<file path="src/hdl/intsort_pkg.sv">
// ----------------------------------------------------------------------------
// intsort_pkg
// Shared types and constants of the integer sorter: the transaction structs
// of both channels, the cell control and neighbor link structs.
// ----------------------------------------------------------------------------
`default_nettype none

package intsort_pkg;

  localparam int unsigned MaxItems = 64;
  localparam int unsigned CountW   = $clog2(MaxItems + 1);
  localparam int unsigned DataW    = 32;

  typedef struct packed {
    logic signed [DataW-1:0] value;
    logic                    last_item;
  } in_t;

  typedef struct packed {
    logic signed [DataW-1:0] sorted_value;
    logic                    end_of_block;
    logic                    overflowed;
  } out_t;

  // Control broadcast to every cell.
  typedef struct packed {
    logic insert;
    logic shift;
  } cell_cmd_t;

  // What one cell shows its neighbors.
  typedef struct packed {
    logic signed [DataW-1:0] value;
    logic                    valid;
    logic                    gt;     // cell moves on insert
  } cell_link_t;

endpackage

`default_nettype wire

</file>
<file path="src/hdl/intsort_cell.sv">
// ----------------------------------------------------------------------------
// intsort_cell
// One slot of the insertion chain. On insert, a slot whose value is greater
// than the new value moves right: it takes its left neighbor's value, or the
// new value if the left neighbor stays. On shift, it takes the right value.
// ----------------------------------------------------------------------------
`default_nettype none

module intsort_cell (
  input  logic                   clk_i,
  input  logic                   rst_ni,
  input  intsort_pkg::cell_cmd_t cmd_i,
  input  logic signed [intsort_pkg::DataW-1:0] new_value_i,
  input  intsort_pkg::cell_link_t left_i,
  input  intsort_pkg::cell_link_t right_i,
  output intsort_pkg::cell_link_t self_o
);
  import intsort_pkg::*;

  logic signed [DataW-1:0] value_q, value_d;
  logic                    valid_q, valid_d;
  logic                    gt;

  // Empty slots count as greater, so a value above all stored ones fills the first empty slot.
  assign gt = !valid_q || (new_value_i < value_q);

  always_comb begin
    value_d = value_q;
    valid_d = valid_q;
    if (cmd_i.shift) begin
      value_d = right_i.value;
      valid_d = right_i.valid;
    end else if (cmd_i.insert && gt) begin
      value_d = left_i.gt ? left_i.value : new_value_i;
      valid_d = valid_q | left_i.valid;
    end
  end

  always_ff @(posedge clk_i or negedge rst_ni) begin
    if (!rst_ni) begin
      valid_q <= 1'b0;
    end else begin
      valid_q <= valid_d;
    end
  end

  always_ff @(posedge clk_i) begin
    value_q <= value_d;
  end

  assign self_o.value = value_q;
  assign self_o.valid = valid_q;
  assign self_o.gt    = gt;

endmodule

`default_nettype wire
</file>
<file path="config.mk">
export PLATFORM = sky130hd
export DESIGN_NAME = intsort_cell
export DESIGN_NICKNAME = d
export VERILOG_FILES = /design/src/hdl/intsort_pkg.sv /design/src/hdl/intsort_cell.sv
export SDC_FILE = /design/constraint.sdc
export NUM_CORES = 1
export LEC_CHECK = 0
export BUFFER_PORTS_ARGS = -buffer_cell sky130_fd_sc_hd__buf_2
export CAP_MARGIN = 20
export CORE_ASPECT_RATIO = 1.5
export CORE_MARGIN = 2
export CORE_UTILIZATION = 40
export DETAILED_ROUTE_END_ITERATION = 7
export HOLD_SLACK_MARGIN = 0.1
export MAX_ROUTING_LAYER = met4
export PLACE_DENSITY = 0.78
export SYNTH_ARGS = -nofsm -noshare
export SYNTH_HDL_FRONTEND = slang
export SYNTH_SLANG_ARGS = --single-unit
</file>
<file path="constraint.sdc">
create_clock -name clk_i -period 7.7 [get_ports clk_i]
set_clock_uncertainty 0.15 [all_clocks]
set_input_delay 1.155 -clock clk_i [delete_from_list [all_inputs] [get_ports clk_i]]
set_output_delay 1.155 -clock clk_i [all_outputs]
set_load 0.01 [all_outputs]
</file>
==> results of run 1 <==
layout make-up:
type / count / area, um^2 / share of cell area, %
sequential: 33 / 986 / 29.6
tap: 74 / 92.6 / 2.78
clock inverter: 3 / 12.5 / 0.376
multi-input combinational: 185 / 1350 / 40.6
timing repair buffer: 138 / 699 / 21.0
clock buffer: 5 / 68.8 / 2.07
inverter: 32 / 120 / 3.61
synthesized netlist by cell type:
cell	instances	area [um^2]
buf_2	3	15.0
nor4b_1	1	8.76
a211o_1	1	8.76
nand2b_1	1	6.26
mux2_1	1	11.3
or2b_1	1	7.51
a21o_1	1	7.51
buf_4	2	15.0
o21ai_0	37	185
and4_2	1	10.0
o311a_1	1	10.0
a211oi_1	1	7.51
nand4_1	3	18.8
clkbuf_1	8	30.0
a221oi_1	1	8.76
nand3_1	2	10.0
ha_1	31	388
nor4_4	1	21.3
o211ai_1	1	7.51
and3b_1	1	8.76
edfxtp_1	32	961
o41ai_2	1	16.3
nor2_1	4	15.0
inv_1	32	120
mux2i_1	32	320
a31oi_1	2	12.5
nand4_2	1	12.5
o2bb2ai_1	1	8.76
a21oi_1	13	65.1
nand2_1	44	165
nor3_1	1	5.00
dfrtp_1	1	25.0
where the power goes:
group,switching [mW],internal [mW]
combinational,0.102,0.0832
sequential,0.0114,0.229
clock,0.0623,0.0608
total,0.176,0.373
metrics by stage:
step | cell area (um^2) | util (%) | std cells
global placement | 3240 | 52.8 | 461
CTS | 3320 | 54.1 | 469
finish | 3330 | 54.3 | 470
floorplan | 2510 | - | 263
global route | 3330 | 54.3 | 470
detailed placement | 3240 | 52.8 | 461
cells by family (layout without fill, tap and decap cells):
| group | count (synthesis) | after routing | synth area share (%) |
|---|---|---|---|
| muxes | 33 | 33 | 13.2 |
| and+or+nand+nor | 61 | 61 | 11.5 |
| DFF | 33 | 33 | 39.2 |
| adders and majority gates | 31 | 31 | 15.4 |
| buffers and inverters | 45 | 178 | 7.17 |
| AOI/OAI and AO/OA | 60 | 60 | 13.4 |
path summary, 6_finish.rpt:
| path | endpoint | slack, ns | cells past startpoint |
|---|---|---|---|
| min in group clk_i | valid_q$_DFFE_PN0P_ | 0.53 | 2 |
| min | valid_q$_DFFE_PN0P_ | 0.49 | 1 |
| max | self_o[0] | 3.35 | 9 |
| min reg2reg | valid_q$_DFFE_PN0P_ | 0.53 | 2 |
| max in group asynchronous | valid_q$_DFFE_PN0P_ | 6.83 | 1 |
| max reg2reg | value_q[12]$_DFFE_PP_ | 4.51 | 10 |
placed cells by master (no fill, tap or decap), types with 2 or more instances in the layout:
cell | Yosys | final
ha_1 | 31 | 31
nand4_1 | 3 | 3
mux2i_1 | 32 | 32
nor2_1 | 4 | 4
o21ai_0 | 37 | 37
a31oi_1 | 2 | 2
nand2_1 | 44 | 44
nand3_1 | 2 | 2
a21oi_1 | 13 | 13
buf_2 | 3 | 136
inv_1 | 32 | 32
clkinv_1 | 0 | 2
edfxtp_1 | 32 | 32
clkbuf_8 | 0 | 5
flip-flops by register name, indices dropped and copies added (netlist names):
signal,cells
valid_q,1
value_q,32
critical path, delay by kind of cell:
| family | cells | cell delay [ns] |
|---|---|---|
| muxes | 1 | 0.34 |
| AOI/OAI and AO/OA | 5 | 0.98 |
| buffers and inverters | 2 | 0.26 |
| adders and majority gates | 1 | 0.30 |
routing by layer:
layer  global-route usage, %  vias to the layer above  part of all wire, %
li1                        -                     1199                    -
met1                    19.9                     1037                   38
met2                    33.8                       91                   53
met3                    3.80                       10                  6.7
met4                    6.33                        0                  1.9
met5                       -                        -                    0
==> results.sh, run 1 <==
export IMPL_status="finished, final reports clean"
export IMPL_remaining_drc_errors=0
export IMPL_p_per_area_nw_per_um2=165
export IMPL_finalSetupViolations=0
export IMPL_start_util_pct=41.0
export IMPL_cp_slowest_stage_delay_ns=0.34
export IMPL_min_period_ns=4.35
export IMPL_grt_overflow_total=0
export IMPL_hold_slack_ns=0.488
export IMPL_worstPathArrival_ns=3.04
export IMPL_finalPower_mw=0.548
export IMPL_clk_pin_slew_worst_paths_ns=0.06
export IMPL_dp_slack_ns=3.16
export IMPL_worst_path_max_delay_cell="mux2_1"
export IMPL_worst_slew_pin_slew_ns=1.01
export IMPL_avgSynthCellArea_um2=9.55
export IMPL_grt_start_max_net_pins=70
export IMPL_ctsResizeCount=0
export IMPL_cts_sinks=33
export IMPL_die_h_um=101
export IMPL_post_cts_setup_buffer_count=0
export IMPL_die_w_um=68.7
export IMPL_wl_per_cell_um=13.1
export IMPL_ctsHoldBuffers=0
export IMPL_ys_ff_latch=33
export IMPL_max_cap_violations=0
export IMPL_crit_chain="buf_2 > ha_1 > a21oi_1 > o21ai_0 > a221oi_1 > o211ai_1 > a31oi_1 > mux2_1 > buf_2"
export IMPL_synth_fp_nets=398
export IMPL_reg2reg_from="value_q[31]$_DFFE_PP_"
export IMPL_insertion_delay_ns=0.28
export IMPL_required_ns=6.39
export IMPL_boundaryPins=138
export IMPL_ys_warn_count=0
export IMPL_viasPerCell=4.97
export IMPL_ant_nets=0
export IMPL_worst_hold_path_type="primary input to asynchronous set/reset pin"
export IMPL_crit_start="new_value_i[21]"
export IMPL_vdd_drop_max_v=0.0000797
export IMPL_first_pass_iters=4
export IMPL_path_class="primary input to output port"
export IMPL_max_slew_margin_pct=32.8
export IMPL_cts_buffers=5
export IMPL_design_core_area_um2=6130
export IMPL_drt_initial_drc_count=33
export IMPL_synthDistinctLibCells=32
export IMPL_first_global_vias=2233
export IMPL_layout_nets=530
export IMPL_cp_end_kind="output port"
export IMPL_cts_htree_levels=2
export IMPL_antenna_cells=0
export IMPL_fp_dieArea_um2=6940
export IMPL_ys_seq_area_share_pct=39.2
export IMPL_cts_root_buf="clkbuf_8"
export IMPL_worst_setup_path_start_kind="primary input"
export IMPL_synthToLayoutAreaGrowth_pct=32.6
export IMPL_fmax_mhz=230
export IMPL_place_hpwl_um=4930
export IMPL_syn_inst=263
export IMPL_hold_viol_final=0
export IMPL_rows=35
export IMPL_grt_setup_unrepaired="false"
export IMPL_grtUsageTotal_pct=18.8
export IMPL_cts_tree="yes"
export IMPL_drt_total_wl_um=6160
export IMPL_setup_slack_ns=3.35
export IMPL_grt_pass1_wl_um=9540
export IMPL_fill_cells=577
export IMPL_io_buffers=136
export IMPL_setup_tns_ns=0
export IMPL_fin_crit_sh_pct=56.5
export IMPL_vias=2337
export IMPL_grt_antenna_before_repair=0
export IMPL_slew_viol_final=0
export IMPL_p_leak_nw=1.76
export IMPL_routabilityCongestion=0.761
export IMPL_synth_cell_area_um2=2510
export IMPL_path_common_cell="buf_2"
export IMPL_cp_max_fo=3
export IMPL_drive_above_1_share_pct=37.6
export IMPL_clock_path_buffers=2
Note: power is estimated with default switching activity, not from simulation.
==> inputs of run 2 (changes only) <==
==> constraint.sdc (replaced) <==
create_clock -name clk_i -period 4.4 [get_ports clk_i]
set_clock_uncertainty 0.15 [all_clocks]
set_input_delay 0.66 -clock clk_i [delete_from_list [all_inputs] [get_ports clk_i]]
set_output_delay 0.66 -clock clk_i [all_outputs]
set_load 0.01 [all_outputs]
==> run 2 against run 1 <==
  * Clock power increased by 79%
  * Critical path depth down 1
  * Worst setup slack got worse by 2.3 ns
  * Hold slack got worse by 0.046 ns
  * Critical endpoint unchanged
  * Largest cell class unchanged
==> results.sh, run 2 (synthesis results as in run 1) <==
export IMPL_vdd_drop_max_v=0.000162
export IMPL_largest_register="value_q"
export IMPL_clock_path_buffers=2
export IMPL_final_cell_mix="buf_2, nand2_1, o21ai_0"
export IMPL_seqCellArea_um2=986
export IMPL_cts_sinks=33
export IMPL_r2r_slack_ns=1.18
export IMPL_cp_slowest_stage_delay_ns=0.38
export IMPL_fill_cells=576
export IMPL_min_period_ns=3.35
export IMPL_path_class="primary input to output port"
export IMPL_cp_max_fo=3
export IMPL_ctsResizeCount=0
export IMPL_worst_hold_path_type="primary input to flip-flop"
export IMPL_fp_dieArea_um2=6940
export IMPL_placed_cells_incl_taps=462
export IMPL_grt_antenna_before_repair=0
export IMPL_power_internal_mw=0.654
export IMPL_multi_input_area_um2=1360
export IMPL_place_hpwl_um=5020
export IMPL_max_slew_margin_pct=36.8
export IMPL_worstPathArrival_ns=2.54
export IMPL_grt_overflow_total=0
export IMPL_design_core_area_um2=6130
export IMPL_clk_pin_slew_worst_paths_ns=0.07
export IMPL_boundaryPins=138
export IMPL_cp_end_kind="output port"
export IMPL_cts_htree_levels=2
export IMPL_first_pass_iters=4
export IMPL_layout_nets=531
export IMPL_finalPower_mw=0.964
export IMPL_path_common_cell="buf_2"
export IMPL_ant_nets=0
export IMPL_worst_path_buf_inv=2
export IMPL_vias=2367
export IMPL_cts_buffers=5
export IMPL_first_global_vias=2250
export IMPL_grt_pass1_wl_um=9380
export IMPL_finalSetupViolations=0
export IMPL_max_cap_violations=0
export IMPL_io_buffers=136
export IMPL_antenna_cells=0
export IMPL_switching_share_pct=32.1
export IMPL_crit_family="compound AO/OA/AOI/OAI gates"
export IMPL_cts_tree="yes"
export IMPL_drt_initial_drc_count=97
export IMPL_power_frac_seq_pct=43.6
export IMPL_wl_per_cell_um=13.1
export IMPL_setup_tns_ns=0
export IMPL_fin_cells=471
export IMPL_status="finished, final reports clean"
export IMPL_crit_chain="buf_2 > ha_1 > nand4_1 > o311a_1 > o41ai_2 > a31oi_1 > mux2_1 > buf_2"
export IMPL_viasPerCell=5.03
export IMPL_p_switching_mw=0.309
export IMPL_worst_setup_path_start_kind="primary input"
export IMPL_drive_above_1_share_pct=37.8
export IMPL_worst_slew_pin_slew_ns=0.948
export IMPL_insertion_delay_ns=0.28
export IMPL_grt_start_max_net_pins=51
export IMPL_largest_reg_flops=32
export IMPL_combPwrFrac_pct=33.5
export IMPL_grt_setup_unrepaired="false"
export IMPL_dp_slack_ns=0.703
export IMPL_drt_total_wl_um=6180
export IMPL_setup_slack_ns=1.05
export IMPL_pwr_share_clk_pct=22.8
export IMPL_hold_viol_final=0
export IMPL_grtUsageTotal_pct=18.6
export IMPL_slew_viol_final=0
export IMPL_routabilityCongestion=0.786
export IMPL_remaining_drc_errors=0
export IMPL_fin_crit_sh_pct=76.1
export IMPL_die_h_um=101
export IMPL_cts_root_buf="clkbuf_8"
export IMPL_final_common_cell="buf_2"
export IMPL_synthToLayoutAreaGrowth_pct=33.1
export IMPL_reg_top3="value_q (32), valid_q (1)"
export IMPL_start_util_pct=41.0
export IMPL_rows=35
export IMPL_die_w_um=68.7
export IMPL_fmax_mhz=299
export IMPL_worst_path_max_delay_cell="o311a_1"
export IMPL_p_per_area_nw_per_um2=288
export IMPL_required_ns=3.59
export IMPL_p_leak_nw=1.77
[run 2: cell types whose count changed in the layout (fill, tap and decap cells not counted)]
| cell | delta |
|---|---|
| dlygate4sd3_1 | +1 |
| clkinv_1 | -2 |
| buf_6 | -1 |
| nor3_4 | +1 |
| buf_4 | +1 |
| clkbuf_1 | +1 |
| clkinv_2 | +1 |
| nor3_2 | -1 |
[run 2: final timing paths]
path,startpoint,endpoint,cells past startpoint
min reg2reg,valid_q$_DFFE_PN0P_,valid_q$_DFFE_PN0P_,2
max,new_value_i[7],self_o[0],8
max reg2reg,value_q[31]$_DFFE_PP_,value_q[18]$_DFFE_PP_,9
min,right_i[1],valid_q$_DFFE_PN0P_,3
min in group asynchronous,rst_ni,valid_q$_DFFE_PN0P_,2
max in group asynchronous,rst_ni,valid_q$_DFFE_PN0P_,2
[run 2: power by group through the flow]
stage | Combinational, mW | Clock (mW) | Sequential, mW
2_1_floorplan | 0.169 | 0 | 0.449
3_3_place_gp | 0.316 | 0 | 0.425
5_1_grt | 0.368 | 0.247 | 0.425
4_1_cts | 0.328 | 0.234 | 0.421
3_5_place_dp | 0.325 | 0 | 0.428
6_report | 0.323 | 0.220 | 0.420
[run 2: worst min-delay path, stage by stage]
cell	delay (ns)
buf_2	0.08
nand2_1	0.04
o21ai_0	0.05
[run 2: timing repair]
item                      in CTS  in global routing
hold endpoints to repair       1                  0
hold buffers                   1                  0
buffers inserted               0                  0
[run 2: metrics by stage]
| step | hold WS (ns) | utilization, % | instance area (um^2) |
|---|---|---|---|
| after CTS | 0.437 | 54.6 | 3340 |
| after floorplan | 0.214 | - | 2520 |
| after detailed placement | 0.286 | 53.0 | 3250 |
| after global placement | 0.286 | 53.0 | 3250 |
| after global routing | 0.457 | 54.6 | 3340 |
| final | 0.442 | 54.6 | 3340 |
[run 2: final cells by class]
| cell class | count | share of cell area (%) |
|---|---|---|
| well taps | 74 | 2.77 |
| clock inverters | 2 | 0.299 |
| flip-flops and latches | 33 | 29.5 |
| inverters | 32 | 3.59 |
| clock buffers | 6 | 2.17 |
| repair buffers | 139 | 21.1 |
| multi-input cells | 185 | 40.6 |
[run 2: per-layer routing]
metal	global-route usage [%]	vias to the layer above	wire (um)	share of wire [%]
li1	-	1196	-	-
met1	18.1	1072	2300	37
met2	34.7	88	3390	55
met3	3.91	11	367	5.9
met4	6.79	0	131	2.1
met5	-	-	0	0
